File: src/sorc_pkg.sv
// ----------------------------------------------------------------------------
// sorc_pkg
// Types and constants of the stretch / overlay / RGB composer.
// ----------------------------------------------------------------------------
`timescale 1ns / 1ps
`default_nettype none

package sorc_pkg;

    localparam int GRAPHICS_LEVELS = 16;
    localparam int LEVEL_W         = 8;
    localparam int INDEX_W         = 4;
    localparam int QUO_W           = 8;
    localparam int REM_W           = 16;
    localparam int CFG_ADDR_W      = 2;

    localparam logic [LEVEL_W-1:0] LEVEL_MAX     = 8'd255;
    localparam logic [LEVEL_W-1:0] LEVEL_ZERO    = 8'd0;
    localparam logic [LEVEL_W-1:0] LEVEL_OVERLAY = 8'd3;
    localparam logic [LEVEL_W-1:0] LEVEL_GFX_TOP = 8'(GRAPHICS_LEVELS);
    localparam logic [LEVEL_W-1:0] LEVEL_IMG_MIN = 8'(GRAPHICS_LEVELS + 1);

    localparam logic ACT_COMPOSE = 1'b0;
    localparam logic ACT_PALETTE = 1'b1;

    localparam logic [CFG_ADDR_W-1:0] CFG_STRETCH_LOW  = 2'd0;
    localparam logic [CFG_ADDR_W-1:0] CFG_STRETCH_HIGH = 2'd1;
    localparam logic [CFG_ADDR_W-1:0] CFG_OVERLAY_EN   = 2'd2;

    typedef struct packed {
        logic [LEVEL_W-1:0] red;
        logic [LEVEL_W-1:0] green;
        logic [LEVEL_W-1:0] blue;
    } t_rgb;

    typedef struct packed {
        logic [LEVEL_W-1:0] stretch_low;
        logic [LEVEL_W-1:0] stretch_high;
        logic               overlay_en;
    } t_cfg;

    // Sideband that rides along the divider chain untouched
    typedef struct packed {
        logic               action;
        logic               need_div;
        logic [LEVEL_W-1:0] fixed_level;
        logic [INDEX_W-1:0] entry_index;
        t_rgb               entry;
    } t_side;

    typedef struct packed {
        logic [REM_W-1:0]   rem;
        logic [LEVEL_W-1:0] den;
        logic [QUO_W-1:0]   quo;
    } t_div;

    typedef struct packed {
        t_side side;
        t_div  div;
    } t_cellw;

endpackage

`default_nettype wire

File: src/stretch_overlay_rgb_composer.sv
// ----------------------------------------------------------------------------
// stretch_overlay_rgb_composer
// Contrast stretch, overlay and palette lookup, one pixel item per clock while the output does not stall.
// ----------------------------------------------------------------------------
// Channel   Dir  Handshake                      Payload
// s_axis    in   s_axis_tvalid/s_axis_tready    tuser action, tdata pixel+palette
// m_axis    out  m_axis_tvalid/m_axis_tready    tdata composed RGB
// cfg       in   i_cfg_valid/o_cfg_ready        i_cfg_addr, i_cfg_data
//
// One item per clock sustained while the output does not stall; the chain is an entry cell, eight
// restoring-divider cells (one quotient bit each) and a color/output cell.
// Every cell holds its own item, so bubbles close up under output stall.
// Palette writes pass down the chain and land in the last cell, in order.
// Synchronous active-low reset clears control and loads register defaults.
// ----------------------------------------------------------------------------
`timescale 1ns / 1ps
`default_nettype none

module stretch_overlay_rgb_composer (
    input  wire logic                              i_clk,
    input  wire logic                              i_rst_n,
    input  wire logic                              s_axis_tvalid,
    output logic                                   s_axis_tready,
    // [7:0] pixel_level, [15:8] overlay_level, [19:16] entry_index,
    // [27:20] entry_red, [35:28] entry_green, [43:36] entry_blue, [47:44] zero
    input  wire logic [47:0]                       s_axis_tdata,
    // [0] action
    input  wire logic [0:0]                        s_axis_tuser,
    output logic                                   m_axis_tvalid,
    input  wire logic                              m_axis_tready,
    // [7:0] out_red, [15:8] out_green, [23:16] out_blue
    output logic [23:0]                            m_axis_tdata,
    input  wire logic                              i_cfg_valid,
    output logic                                   o_cfg_ready,
    input  wire logic [sorc_pkg::CFG_ADDR_W-1:0]   i_cfg_addr,
    input  wire logic [7:0]                        i_cfg_data
);

    localparam int DIV_CELLS = sorc_pkg::QUO_W;

    sorc_pkg::t_cfg   r_cfg;
    sorc_pkg::t_rgb   entry;
    sorc_pkg::t_rgb   out_rgb;
    sorc_pkg::t_cellw chain_data  [DIV_CELLS + 1];
    logic             chain_valid [DIV_CELLS + 1];
    logic             chain_ready [DIV_CELLS + 1];

    assign o_cfg_ready = 1'b1;

    always_ff @(posedge i_clk) begin
        if (!i_rst_n) begin
            r_cfg.stretch_low  <= sorc_pkg::LEVEL_ZERO;
            r_cfg.stretch_high <= sorc_pkg::LEVEL_MAX;
            r_cfg.overlay_en   <= 1'b0;
        end else if (i_cfg_valid && o_cfg_ready) begin
            unique case (i_cfg_addr)
                sorc_pkg::CFG_STRETCH_LOW:  r_cfg.stretch_low  <= i_cfg_data;
                sorc_pkg::CFG_STRETCH_HIGH: r_cfg.stretch_high <= i_cfg_data;
                sorc_pkg::CFG_OVERLAY_EN:   r_cfg.overlay_en   <= i_cfg_data[0];
                default: ;
            endcase
        end
    end

    assign entry = '{red:   s_axis_tdata[27:20],
                     green: s_axis_tdata[35:28],
                     blue:  s_axis_tdata[43:36]};

    sorc_front u_front (
        .i_clk     (i_clk),
        .i_rst_n   (i_rst_n),
        .i_valid   (s_axis_tvalid),
        .o_ready   (s_axis_tready),
        .i_action  (s_axis_tuser[0]),
        .i_pixel   (s_axis_tdata[7:0]),
        .i_overlay (s_axis_tdata[15:8]),
        .i_index   (s_axis_tdata[19:16]),
        .i_entry   (entry),
        .i_cfg     (r_cfg),
        .o_valid   (chain_valid[0]),
        .i_ready   (chain_ready[0]),
        .o_data    (chain_data[0])
    );

    // Cell k resolves quotient bit QUO_W-1-k, MSB first
    for (genvar k = 0; k < DIV_CELLS; k++) begin : g_div
        sorc_div_cell #(
            .BIT (DIV_CELLS - 1 - k)
        ) u_cell (
            .i_clk   (i_clk),
            .i_rst_n (i_rst_n),
            .i_valid (chain_valid[k]),
            .o_ready (chain_ready[k]),
            .i_data  (chain_data[k]),
            .o_valid (chain_valid[k + 1]),
            .i_ready (chain_ready[k + 1]),
            .o_data  (chain_data[k + 1])
        );
    end

    sorc_color u_color (
        .i_clk   (i_clk),
        .i_rst_n (i_rst_n),
        .i_valid (chain_valid[DIV_CELLS]),
        .o_ready (chain_ready[DIV_CELLS]),
        .i_data  (chain_data[DIV_CELLS]),
        .o_valid (m_axis_tvalid),
        .i_ready (m_axis_tready),
        .o_rgb   (out_rgb)
    );

    assign m_axis_tdata = {out_rgb.blue, out_rgb.green, out_rgb.red};

endmodule

`default_nettype wire

File: src/sorc_front.sv
// ----------------------------------------------------------------------------
// sorc_front
// Entry cell: classifies the level, applies overlay, sets up the division.
// ----------------------------------------------------------------------------
`timescale 1ns / 1ps
`default_nettype none

module sorc_front (
    input  wire logic                        i_clk,
    input  wire logic                        i_rst_n,
    input  wire logic                        i_valid,
    output logic                             o_ready,
    input  wire logic                        i_action,
    input  wire logic [sorc_pkg::LEVEL_W-1:0] i_pixel,
    input  wire logic [sorc_pkg::LEVEL_W-1:0] i_overlay,
    input  wire logic [sorc_pkg::INDEX_W-1:0] i_index,
    input  wire sorc_pkg::t_rgb              i_entry,
    input  wire sorc_pkg::t_cfg              i_cfg,
    output logic                             o_valid,
    input  wire logic                        i_ready,
    output sorc_pkg::t_cellw                 o_data
);

    logic                         r_valid;
    sorc_pkg::t_cellw             r_data;
    sorc_pkg::t_cellw             n_data;
    logic [sorc_pkg::LEVEL_W-1:0] diff;

    assign o_ready = !r_valid || i_ready;
    assign diff    = i_pixel - i_cfg.stretch_low;

    always_comb begin
        n_data                  = '0;
        n_data.side.action      = i_action;
        n_data.side.entry_index = i_index;
        n_data.side.entry       = i_entry;
        // 255 * diff as (diff << 8) - diff
        n_data.div.rem = {diff, 8'h00} - {8'h00, diff};
        n_data.div.den = i_cfg.stretch_high - i_cfg.stretch_low;
        priority if (i_cfg.overlay_en && (i_overlay != sorc_pkg::LEVEL_ZERO)) begin
            n_data.side.fixed_level = sorc_pkg::LEVEL_OVERLAY;
        end else if (i_pixel <= sorc_pkg::LEVEL_GFX_TOP) begin
            n_data.side.fixed_level = i_pixel;
        end else if (i_pixel >= i_cfg.stretch_high) begin
            n_data.side.fixed_level = sorc_pkg::LEVEL_MAX;
        end else if (i_pixel <= i_cfg.stretch_low) begin
            n_data.side.fixed_level = sorc_pkg::LEVEL_ZERO;
        end else begin
            n_data.side.need_div = 1'b1;
        end
    end

    always_ff @(posedge i_clk) begin
        if (!i_rst_n) begin
            r_valid <= 1'b0;
        end else if (o_ready) begin
            r_valid <= i_valid;
        end
    end

    always_ff @(posedge i_clk) begin
        if (o_ready && i_valid) begin
            r_data <= n_data;
        end
    end

    assign o_valid = r_valid;
    assign o_data  = r_data;

endmodule

`default_nettype wire

File: src/sorc_div_cell.sv
// ----------------------------------------------------------------------------
// sorc_div_cell
// One restoring-division cell: resolves quotient bit BIT.
// ----------------------------------------------------------------------------
`timescale 1ns / 1ps
`default_nettype none

module sorc_div_cell #(
    parameter int BIT = 0
) (
    input  wire logic             i_clk,
    input  wire logic             i_rst_n,
    input  wire logic             i_valid,
    output logic                  o_ready,
    input  wire sorc_pkg::t_cellw i_data,
    output logic                  o_valid,
    input  wire logic             i_ready,
    output sorc_pkg::t_cellw      o_data
);

    logic                       r_valid;
    sorc_pkg::t_cellw           r_data;
    sorc_pkg::t_cellw           n_data;
    logic [sorc_pkg::REM_W-1:0] den_sh;

    assign o_ready = !r_valid || i_ready;
    assign den_sh  = {{(sorc_pkg::REM_W - sorc_pkg::LEVEL_W){1'b0}}, i_data.div.den} << BIT;

    always_comb begin
        n_data = i_data;
        if (i_data.div.rem >= den_sh) begin
            n_data.div.rem      = i_data.div.rem - den_sh;
            n_data.div.quo[BIT] = 1'b1;
        end
    end

    always_ff @(posedge i_clk) begin
        if (!i_rst_n) begin
            r_valid <= 1'b0;
        end else if (o_ready) begin
            r_valid <= i_valid;
        end
    end

    always_ff @(posedge i_clk) begin
        if (o_ready && i_valid) begin
            r_data <= n_data;
        end
    end

    assign o_valid = r_valid;
    assign o_data  = r_data;

endmodule

`default_nettype wire

File: src/sorc_color.sv
// ----------------------------------------------------------------------------
// sorc_color
// Last cell: palette store, level to RGB mapping and output register.
// ----------------------------------------------------------------------------
`timescale 1ns / 1ps
`default_nettype none

module sorc_color (
    input  wire logic             i_clk,
    input  wire logic             i_rst_n,
    input  wire logic             i_valid,
    output logic                  o_ready,
    input  wire sorc_pkg::t_cellw i_data,
    output logic                  o_valid,
    input  wire logic             i_ready,
    output sorc_pkg::t_rgb        o_rgb
);

    logic                         r_valid;
    sorc_pkg::t_rgb               r_rgb;
    sorc_pkg::t_rgb               n_rgb;
    sorc_pkg::t_rgb               r_palette [sorc_pkg::GRAPHICS_LEVELS];
    logic [sorc_pkg::LEVEL_W-1:0] level;
    logic [sorc_pkg::INDEX_W-1:0] rd_index;
    logic                         load;
    logic                         is_write;

    assign o_ready  = !r_valid || i_ready;
    assign load     = o_ready && i_valid;
    assign is_write = (i_data.side.action == sorc_pkg::ACT_PALETTE);

    always_comb begin
        if (!i_data.side.need_div) begin
            level = i_data.side.fixed_level;
        end else if (i_data.div.quo < sorc_pkg::LEVEL_IMG_MIN) begin
            level = sorc_pkg::LEVEL_IMG_MIN;
        end else begin
            level = i_data.div.quo;
        end
    end

    assign rd_index = sorc_pkg::INDEX_W'(level - 8'd1);

    always_comb begin
        if ((level != sorc_pkg::LEVEL_ZERO) && (level <= sorc_pkg::LEVEL_GFX_TOP)) begin
            n_rgb = r_palette[rd_index];
        end else begin
            n_rgb = '{red: level, green: level, blue: level};
        end
    end

    always_ff @(posedge i_clk) begin
        if (!i_rst_n) begin
            r_valid <= 1'b0;
        end else if (o_ready) begin
            // palette writes are consumed here and give no result
            r_valid <= i_valid && !is_write;
        end
    end

    always_ff @(posedge i_clk) begin
        if (load && !is_write) begin
            r_rgb <= n_rgb;
        end
    end

    // Every 4-bit index addresses a real entry
    always_ff @(posedge i_clk) begin
        if (load && is_write) begin
            r_palette[i_data.side.entry_index] <= i_data.side.entry;
        end
    end

    assign o_valid = r_valid;
    assign o_rgb   = r_rgb;

endmodule

`default_nettype wire

File: config.mk
export PLATFORM = sky130hd
export DESIGN_NAME = stretch_overlay_rgb_composer
export DESIGN_NICKNAME = d
export VERILOG_FILES = /design/src/sorc_pkg.sv /design/src/stretch_overlay_rgb_composer.sv /design/src/sorc_front.sv /design/src/sorc_div_cell.sv /design/src/sorc_color.sv
export SDC_FILE = /design/constraint.sdc
export NUM_CORES = 1
export LEC_CHECK = 0
export BUFFER_PORTS_ARGS = -buffer_cell sky130_fd_sc_hd__buf_2
export CAP_MARGIN = 20
export CELL_PAD_IN_SITES_DETAIL_PLACEMENT = 1
export CELL_PAD_IN_SITES_GLOBAL_PLACEMENT = 1
export CORE_ASPECT_RATIO = 1.1
export CORE_MARGIN = 1
export CORE_UTILIZATION = 53
export CTS_CLUSTER_DIAMETER = 200
export DETAILED_ROUTE_END_ITERATION = 8
export PLACE_DENSITY = 0.88
export SETUP_SLACK_MARGIN = 0.15
export SLEW_MARGIN = 10
export SYNTH_ARGS = -nofsm -noshare
export SYNTH_HDL_FRONTEND = slang
export SYNTH_SLANG_ARGS = --single-unit
File: constraint.sdc
create_clock -name i_clk -period 8.9 [get_ports i_clk]
set_clock_uncertainty 0.1 [all_clocks]
set_input_delay 0.445 -clock i_clk [delete_from_list [all_inputs] [get_ports i_clk]]
set_output_delay 0.445 -clock i_clk [all_outputs]
set_load 0.005 [all_outputs]
== After elaboration in Yosys (flattened, before gate mapping) ==
Memory sizes are Yosys's and may differ from the RTL's.
Cells that the tools add are included.

* Equal/unequal tests: 2
* $add $sub $neg: 11
* Reduce and logical (&&, ||, !) cells: 43
* Magnitude comparators: 13
* Bitwise gates (word level): 0
* Div/mod/pow operators: 0
* Mux-type cells: 15
* Shifts and indexed selects: 0
* $mul: 0

{| class="wikitable"
|+ Operators by type and width
! kind !! number
|-
| $mux W16 || 7
|-
| $mux W8 || 4
|-
| $mux W24 || 1
|-
| $ge A16 B10 Y1 || 1
|-
| $ge A16 B11 Y1 || 1
|-
| $ge A16 B12 Y1 || 1
|-
| $ge A16 B13 Y1 || 1
|-
| $ge A16 B14 Y1 || 1
|-
| $ge A16 B15 Y1 || 1
|-
| $ge A16 B8 Y1 || 1
|-
| $ge A16 B9 Y1 || 1
|-
| $le A8 B5 Y1 const B || 2
|-
| $reduce_bool A8 Y1 || 2
|-
| $sub A16 B10 Y16 || 1
|-
| $sub A16 B11 Y16 || 1
|-
| $sub A16 B12 Y16 || 1
|-
| $sub A16 B13 Y16 || 1
|-
| $sub A16 B14 Y16 || 1
|-
| $sub A16 B15 Y16 || 1
|-
| $sub A16 B8 Y16 || 1
|-
| $sub A16 B9 Y16 || 1
|-
| $sub A8 B8 Y8 || 2
|-
| $logic_and A1 B1 Y1 || 15
|-
| $logic_not A1 Y1 || 11
|-
| 11 further kinds || 24
|}

* Bits in writable memories: 384
* Bits in latches: 0
* Output and inout port bits: 27
* Memories: 1
* Input bits: 64
* Logic and storage cells: 195
* Flip-flop bits (word level): 621
* ROM bits: 0

{| class="wikitable"
|+ Memory list
! memory !! depth !! bits a word !! read ports !! clocked after memory_dff !! write ports !! RTL line !! RTL
|-
| u_color.r_palette || 16 || 24 || 1 || 0 || 1 || sorc_color.sv:22 || <nowiki>sorc_pkg::t_rgb r_palette [sorc_pkg::GRAPHICS_LEVELS];</nowiki>
|}

== Depth between registers and ports, before layout ==
Gate-level depths: netlist of the first run.

* Depth after elaboration: 12
* Gate-level depth with buffers: 15
* Gate-level depth less buffers: 11

== Cells and area by module ==
Synthesis of the first run repeated with hierarchy kept, for this count alone.

* Cells, all modules: 2500
* Area total of the unflattened synthesis: 42539.5 sq um

{| class="wikitable"
|+ Modules (own cells, without submodules)
! module !! cells each !! sequential area each (sq um) !! times used !! area each (sq um)
|-
| sorc_color || 865 || 12271.8 || 1 || 16095.4
|-
| sorc_front || 256 || 1881.8 || 1 || 3258.1
|-
| sorc_div_cell (g_div[7].u_cell) || 175 || 2122.0 || 1 || 2914.0
|-
| sorc_div_cell (g_div[6].u_cell) || 174 || 2122.0 || 1 || 2875.3
|-
| sorc_div_cell (g_div[4].u_cell) || 162 || 2122.0 || 1 || 2847.7
|-
| sorc_div_cell (g_div[5].u_cell) || 171 || 2122.0 || 1 || 2803.9
|-
| sorc_div_cell (g_div[3].u_cell) || 166 || 2122.0 || 1 || 2780.2
|-
| sorc_div_cell (g_div[1].u_cell) || 149 || 2122.0 || 1 || 2753.9
|-
| sorc_div_cell (g_div[2].u_cell) || 153 || 2122.0 || 1 || 2735.1
|-
| sorc_div_cell (g_div[0].u_cell) || 149 || 2122.0 || 1 || 2728.9
|-
| stretch_overlay_rgb_composer || 80 || 340.3 || 1 || 747.0
|}

== Worst setup path before layout of the first run ==
OpenSTA, ideal clock, no wires.

* Path type: input port to flip-flop
* From: in m_axis_tready
* To: reg g_div[5].u_cell.r_data (netlist bit g_div[5].u_cell.o_data[10]) (enable)
* Buffers on the path: 0
* Required time: 8202 ps
* Slack: 2529 ps
* Data arrival time: 5673 ps
* Cell stages on the path: 3
* Cell sequence: nor2b_1 > and3_1 > a21boi_0

* Longest elaborated chain between the ends: 5

{| class="wikitable"
|+ RTL lines
! item !! RTL line !! RTL
|-
| start, declared || stretch_overlay_rgb_composer.sv:30 || <nowiki>input wire logic m_axis_tready,</nowiki>
|-
| $logic_or A1 B1 Y1 || sorc_color.sv:28 || <nowiki>assign o_ready = !r_valid || i_ready;</nowiki>
|-
| $logic_or A1 B1 Y1 (3 in series) || sorc_div_cell.sv:26 || <nowiki>assign o_ready = !r_valid || i_ready;</nowiki>
|-
| $logic_and A1 B1 Y1 || sorc_div_cell.sv:46 || <nowiki>if (o_ready && i_valid) begin</nowiki>
|-
| end signal, assigned || sorc_div_cell.sv:47 || <nowiki>r_data <= n_data;</nowiki>
|-
| end, declared || sorc_div_cell.sv:22 || <nowiki>sorc_pkg::t_cellw r_data;</nowiki>
|}

Every way passes these cells.
A chain may end at the register's enable or synchronous reset.

==> results of run 1 <==
==> routing by layer <==
metal / vias up / share of wire / GRT usage
met3: 483 / 0.079 / 0.04730
li1: 11191 / - / -
met4: 4 / 0.054 / 0.1637
met2: 1905 / 0.52 / 0.5380
met1: 13888 / 0.35 / 0.3578
met5: - / 0.00023 / 0
==> layout by cell type, fill, tap and decap left out, types with 14 or more instances in the layout <==
cell,netlist,final
a21oi_1,130,128
a221oi_1,198,198
clkbuf_1,132,23
clkbuf_16,0,96
a221o_1,24,24
xor2_1,26,26
nor2b_1,44,38
clkinv_1,1,17
dfxtp_1,27,27
xnor2_1,43,42
a211oi_1,37,37
mux2_2,27,27
ha_1,92,91
mux4_2,34,34
mux2i_1,40,40
nand2_1,176,176
a21o_1,29,29
nand2b_1,19,19
nor2_1,109,96
buf_4,2,37
inv_1,120,120
nand3_1,49,49
o21a_1,17,17
a22oi_1,45,44
a32oi_1,20,20
clkinv_2,0,16
nand4_1,16,16
bufinv_16,0,14
nor3_1,30,26
o21ai_0,114,114
edfxtp_1,978,978
buf_2,6,86
dlygate4sd3_1,0,37
==> flip-flops by register name, summed over array words and instances, names as in the netlist <==
register / count
u_color.o_valid: 1
u_front.o_valid: 1
u_front.o_data: 62
g_div.u_cell.o_data: 508
u_color.o_rgb: 24
u_color.r_palette: 384
g_div.u_cell.o_valid: 8
r_cfg: 17
==> worst max path at each step <==
stage | cells past startpoint | slack, ns | from | to
after floorplan | 3 | 2.53 | m_axis_tready | g_div[5].u_cell.o_data[10]
after global placement | 11 | 3.36 | g_div[7].u_cell.o_data[68] | u_color.o_rgb[10]
after detailed placement | 11 | 3.16 | g_div[7].u_cell.o_data[68] | u_color.o_rgb[10]
after CTS | 11 | 2.69 | g_div[7].u_cell.o_data[68] | u_color.o_rgb[10]
after global routing | 11 | 2.42 | g_div[7].u_cell.o_data[68] | u_color.o_rgb[10]
final | 11 | 2.54 | g_div[7].u_cell.o_data[68] | u_color.o_rgb[10]
==> where the power goes <==
| group | internal (mW) | switching, mW | total (mW) |
|---|---|---|---|
| Clock | 2.42 | 1.92 | 4.35 |
| Sequential | 5.21 | 0.0404 | 5.25 |
| Combinational | 0.138 | 0.227 | 0.364 |
| Total | 7.77 | 2.19 | 9.96 |
==> metrics by stage <==
step | cells | hold slack, ns | util | power (mW) | area (sq um)
after global placement | 3772 | 0.3007 | 0.5599 | 5.619 | 43550
after detailed placement | 3772 | 0.3051 | 0.5599 | 5.664 | 43550
after global routing | 3993 | 0.04318 | 0.6077 | 10.12 | 47270
after floorplan | 2761 | 0.3003 | - | 5.554 | 41860
final | 3993 | 0.06457 | 0.6077 | 9.964 | 47270
after CTS | 3988 | 0.02849 | 0.6065 | 9.949 | 47180
==> tightest hold or removal path: stages <==
cell and delay, ns:
buf_2 0.14, nand2_1 0.08, o211ai_1 0.11
==> cell type report <==
type | instances | share of cell area
Inverter | 122 | 0.009715
Clock buffer | 119 | 0.05265
Timing Repair Buffer | 163 | 0.02441
Tap cell | 1035 | 0.02740
Sequential cell | 1005 | 0.6327
Multi-Input combinational cell | 1489 | 0.2368
Clock inverter | 60 | 0.01628
==> cells by family (layout without fill, tap and decap cells) <==
kind of cell	Yosys count	after routing	synth area share
flops	1005	1005	0.7145
compound gates	702	702	0.1206
simple gates	515	515	0.05901
buf+inv	267	464	0.02448
fa+ha+maj	101	101	0.03180
mux	101	101	0.03512
xor+xnor	69	69	0.01444
other cells	1	1	0.00008959
==> timing repair <==
| action | 4_1_cts | 5_1_grt |
|---|---|---|
| hold buffers | 37 | 0 |
| hold endpoints to repair | 44 | 0 |
| setup buffers | 0 | 0 |
==> metrics.md, run 1 <==
| Metric | Value |
|---|---|
| Largest delay share family, worst path | buffers and inverters |
| CTS H-tree lvls | 3 |
| DR iter-0 viols | 3378 |
| IO Count | 91 |
| CTS buffer count | 96 |
| Initial Utilization | 0.5381 |
| Final Slew Violations | 0 |
| Worst slack, placed | 3.159 ns |
| Max transition margin | 0.2232 |
| Die W | 270.0 microns |
| Max IR drop VDD | 0.0002074 V |
| Sum Neg Setup Slack | 0 ns |
| Leakage | 15.99 nW |
| Worst setup margin | 2.537 ns |
| Area occupied by multi-input gates | 11190 sq um |
| Die height | 296.8 microns |
| Tot GR Track Use | 0.3050 |
| Vias in the first global route | 29054 |
| CTS tree | yes |
| Synth top cells by count | 978 x edfxtp_1, 198 x a221oi_1, 176 x nand2_1, 132 x clkbuf_1, 130 x a21oi_1 |
| Mapped Nets | 2926 |
| Fmax | 157.2 MHz |
| Reg2Reg Setup Slack | 2.54 ns |
| Power per Cell Area | 210.8 nW/um^2 |
| Ys Warns | 0 |
| Total grt overflow | 0 |
| WL/cell | 30.93 microns |
| Worst reg2reg path startpoint | g_div[7].u_cell.o_data[68] |
| Worst-path cell chain | and3b_1 -> a221oi_4 -> buf_4 -> clkinv_2 -> ha_4 -> xnor2_2 -> buf_4 -> and2_1 -> a32oi_1 -> a21boi_0 -> a311oi_1 |
| Via count | 27471 |
| Synthesized cell area | 41860 sq um |
| Largest cells by area after synthesis | edfxtp_1 70%, a221oi_1 4.1%, ha_1 2.7% |
| Final period util | 0.7150 |
| CP startpoint kind | flip-flop |
| Synth top area share | 0.7016 |
| EDFF count, synth | 978 |
| Most numerous cell in the Yosys netlist | edfxtp_1 |
| Die ar. | 80110 sq um |
| Fin crit period | 6.363 ns |
| Pin count of the biggest net entering global routing | 121 |
| Worst-path maximum fanout | 69 |
| Post-Route WL | 123500 microns |
| Max cap viols | 0 |
| Share of layout cells above drive strength 1 | 0.1275 |
| #FFs+latches synth | 1005 |
| # diodes | 0 |
| Clock transition at path regs | 0.07 ns |
| Reg2reg end | u_color.o_rgb[10] |
| Register area | 29910 sq um |
| Setup CP Type | flip-flop to flip-flop |
| Distinct cells, synth | 76 |
| Hold crit path type | input port to flip-flop |
| Post-synthesis sequential area ratio | 0.7145 |
| Async set-or-reset flop fraction in the synthesized netlist | 0 |
| DRC errors left | 0 |
| Setup violations, final | 0 |
| GPL Wtd Cong | 0.8395 |
| Mean post-synth cell area | 15.16 sq um |
| Antenna Nets Post-Route | 0 |
| Worst skew pair latency | 0.68 ns |
| Final Hold Fails | 0 |
| Hold wc startpoint | i_cfg_data[0] |
| Resize count post-CTS | 0 |
| Vias per cell | 6.880 |
| Rows | 107 |
| Synth area leader | edfxtp_1 |
| Main flop type after synthesis | edfxtp_1 |
| Hold depth | 3 |
| TritonCTS Sinks | 1005 |
| Initial antenna violation count | 2 |
| CTS root buffer | clkbuf_16 |
| Post-DP HPWL | 63970 microns |
| Max clock buf depth | 3 |
| CP required | 9.15 ns |
| Arrival time at the worst endpoint | 6.62 ns |
| Post-Syn Instances | 2761 |
| Worst-case reg-to-reg path depth | 11 |
| Wire length of the first global-routing pass | 184300 microns |
| Worst path max stage delay | 0.83 ns |
| Slowest-stage cell, CP | edfxtp_1 |
| Cell repeated most along the worst path | buf_4 |
| Unrepaired setup endpoints after global routing | false |
| Fin nets | 3042 |
| DRT Pass-1 Iters | 6 |
| Number of port buffers | 85 |
| Crit end category | flip-flop |
| Hold Path End | r_cfg[1] |
| Number of fill cells | 6986 |
| CP Buf/Inv Count | 3 |
| Placeable Area | 77780 sq um |
| Status | complete, no violations |
| Syn-to-layout area delta | 12.92% |
| Worst slew pin tran | 1.165 ns |
Note: power is estimated with default switching activity, not from simulation.
==> run 2: changes to the inputs <==
CORE_UTILIZATION = 48   (was 53)
PLACE_DENSITY = 0.85   (was 0.88)
clock period = 5.1 ns   (was 8.9 ns; I/O delays follow)
==> metrics.md, run 2 (synthesis results as in run 1) <==
| Metric | Value |
|---|---|
| Max transition margin | 0.2717 (was 0.2232) |
| CP Buf/Inv Count | 2 (was 3) |
| Sum Neg Setup Slack | 0 ns (unchanged) |
| Switching share of power | 0.2083 (was 0.2199) |
| Commonest non-fill, non-tap cell in the layout | edfxtp_1 (unchanged) |
| Initial Utilization | 0.4846 (was 0.5381) |
| Worst skew pair latency | 0.67 ns (was 0.68 ns) |
| DRT Pass-1 Iters | 6 (unchanged) |
| Placed cells | 3900 (was 3772) |
| Max FFs per register | 508 (unchanged) |
| Worst-path maximum fanout | 77 (was 69) |
| Most frequent cells in the layout | 978 x edfxtp_1, 198 x a221oi_1, 176 x nand2_1, 128 x a21oi_1, 120 x inv_1 (unchanged) |
| CTS tree | yes (unchanged) |
| Gate power share | 0.036 (was 0.037) |
| CTS buffer count | 95 (was 96) |
| CTS root buffer | clkbuf_16 (unchanged) |
| Clock transition at path regs | 0.07 ns (about the same) |
| Initial antenna violation count | 2 (unchanged) |
| CTS H-tree lvls | 3 (unchanged) |
| Fmax | 232.7 MHz (was 157.2 MHz) |
| Vias in the first global route | 28053 (was 29054) |
| Total grt overflow | 0 (unchanged) |
| Hold crit path type | input port to flip-flop (unchanged) |
| Status | complete, no violations (unchanged) |
| Number of fill cells | 8030 (was 6986) |
| Number of port buffers | 85 (unchanged) |
| Max IR drop VDD | 0.0003310 V (was 0.0002074 V) |
| Vias per cell | 6.301 (was 6.880) |
| Clock Power Share | 0.432 (was 0.436) |
| WL/cell | 26.00 microns (was 30.93 microns) |
| Post-DP HPWL | 62170 microns (was 63970 microns) |
| Rows | 113 (was 107) |
| Final Hold Fails | 0 (unchanged) |
| Fin nets | 3066 (was 3042) |
| Cell repeated most along the worst path | a221o_1 (was buf_4) |
| P_int | 13.63 mW (was 7.773 mW) |
| CP required | 5.41 ns (was 9.15 ns) |
| Final Slew Violations | 0 (unchanged) |
| Final period util | 0.8425 (was 0.7150) |
| Arrival time at the worst endpoint | 4.61 ns (was 6.62 ns) |
| Post-Route WL | 107400 microns (was 123500 microns) |
| Share of layout cells above drive strength 1 | 0.1319 (was 0.1275) |
| Die ar. | 88390 sq um (was 80110 sq um) |
| Die W | 283.6 microns (was 270.0 microns) |
| Setup CP Type | flip-flop to flip-flop (unchanged) |
| Wire length of the first global-routing pass | 163900 microns (was 184300 microns) |
| Max clock buf depth | 3 (unchanged) |
| TritonCTS Sinks | 1005 (unchanged) |
| CP startpoint kind | flip-flop (unchanged) |
| Power per Cell Area | 361.8 nW/um^2 (was 210.8 nW/um^2) |
| Seq pwr share | 0.532 (was 0.527) |
| Setup bufs post-CTS | 0 (unchanged) |
| Tot GR Track Use | 0.2396 (was 0.3050) |
| Worst path max stage delay | 0.52 ns (was 0.83 ns) |
| DRC errors left | 0 (unchanged) |
| Syn-to-layout area delta | 13.68% (was 12.92%) |
| Unrepaired setup endpoints after global routing | false (unchanged) |
| Slowest-stage cell, CP | nor3_1 (was edfxtp_1) |
| Antenna Nets Post-Route | 0 (unchanged) |
| Worst-path cell chain | nor3_1 -> nand2b_1 -> a31oi_1 -> ha_4 -> inv_2 -> buf_4 -> a221oi_1 -> nor2_1 -> a221o_1 -> a22oi_1 -> a2bb2oi_1 -> a221o_1 (was and3b_1 -> a221oi_4 -> buf_4 -> clkinv_2 -> ha_4 -> xnor2_2 -> buf_4 -> and2_1 -> a32oi_1 -> a21boi_0 -> a311oi_1) |
| Leakage | 16.11 nW (was 15.99 nW) |
| GPL Wtd Cong | 0.8950 (was 0.8395) |
| Die height | 311.7 microns (was 296.8 microns) |
| Worst slew pin tran | 1.090 ns (was 1.165 ns) |
| Max cap viols | 0 (unchanged) |
| DR iter-0 viols | 2718 (was 3378) |
| Setup violations, final | 0 (unchanged) |
| Crit end category | flip-flop (unchanged) |
| Fin crit period | 4.297 ns (was 6.363 ns) |
| Largest delay share family, worst path | compound AO/OA/AOI/OAI gates (was buffers and inverters) |
| Pin count of the biggest net entering global routing | 121 (unchanged) |
| P_sw | 3.587 mW (was 2.191 mW) |
| Via count | 26023 (was 27471) |
| Final instance count without filler cells | 4130 (was 3993) |
| IO Count | 91 (unchanged) |
| Placeable Area | 86390 sq um (was 77780 sq um) |
## run 2: changes by cell type in the layout (fill, tap and decap cells not counted), moves of 3 or more
cell	delta
nor2_4	-7
dlygate4sd3_1	+13
clkinv_4	+3
nor2_2	+7
clkbuf_1	-9
buf_6	+3
clkbuf_8	+5
buf_4	+9
## run 2: power by group through the flow
stage / sequential, mW / clock (mW) / combinational (mW)
after floorplan: 9.31 / 0 / 0.378
after global placement: 9.32 / 0 / 0.488
after detailed placement: 9.33 / 0 / 0.536
after CTS: 9.16 / 7.52 / 0.600
after global routing: 9.16 / 7.74 / 0.664
final: 9.16 / 7.44 / 0.619
## run 2: layer usage
metal | GRT usage | vias up | share of wire
met5 | 0 | - | 0.00022
met4 | 0.1177 | 4 | 0.046
met3 | 0.04085 | 345 | 0.070
met2 | 0.4337 | 1303 | 0.53
met1 | 0.2730 | 13126 | 0.36
li1 | - | 11245 | -
## run 2: path summary, 6_finish.rpt
path / from / slack (ns) / end / depth (start not counted)
max: g_div[7].u_cell.o_data[7] / 0.80 / u_color.o_rgb[22] / 12
min: s_axis_tdata[7] / 0.06 / u_front.o_data[66] / 3
max reg2reg: g_div[7].u_cell.o_data[7] / 0.80 / u_color.o_rgb[22] / 12
min reg2reg: g_div[3].u_cell.o_data[36] / 0.30 / g_div[4].u_cell.o_data[36] / 0
## run 2: worst register-to-register path, delay by kind of cell, from the launching register on
| family | cells | cell delay (ns) |
|---|---|---|
| AOI/OAI and AO/OA | 6 | 1.97 |
| adders and majority gates | 1 | 0.26 |
| buffers and inverters | 2 | 0.38 |
| DFF | 1 | 0.49 |
| and+or+nand+nor | 3 | 0.85 |
## run 2: cell type report
type,count,area [sq um],share of cell area
flip-flops and latches,1005,29910,0.6285
multi-input cells,1489,11150,0.2343
clock buffers,116,2549,0.05356
well taps,1150,1439,0.03024
repair buffers,188,1365,0.02869
clock inverters,59,715.7,0.01504
inverters,122,459.2,0.009650
diodes,1,2.502,0.00005259
## run 2: repair_timing
item,in CTS,in global routing
hold endpoints to repair,59,0
hold buffers,50,0
gates resized for setup,0,0
## run 2: metrics by stage
stage | cell area [sq um] | setup WS, ns | power, mW | utilization | hold WS [ns]
2_1_floorplan | 41860 | 0.3874 | 9.690 | - | 0.2539
3_3_place_gp | 43760 | 1.116 | 9.805 | 0.5065 | 0.3018
3_5_place_dp | 43780 | 1.049 | 9.865 | 0.5068 | 0.3063
4_1_cts | 47550 | 0.8730 | 17.27 | 0.5504 | 0.02316
5_1_grt | 47580 | 0.6167 | 17.57 | 0.5508 | 0.08413
6_report | 47590 | 0.8035 | 17.22 | 0.5509 | 0.06303
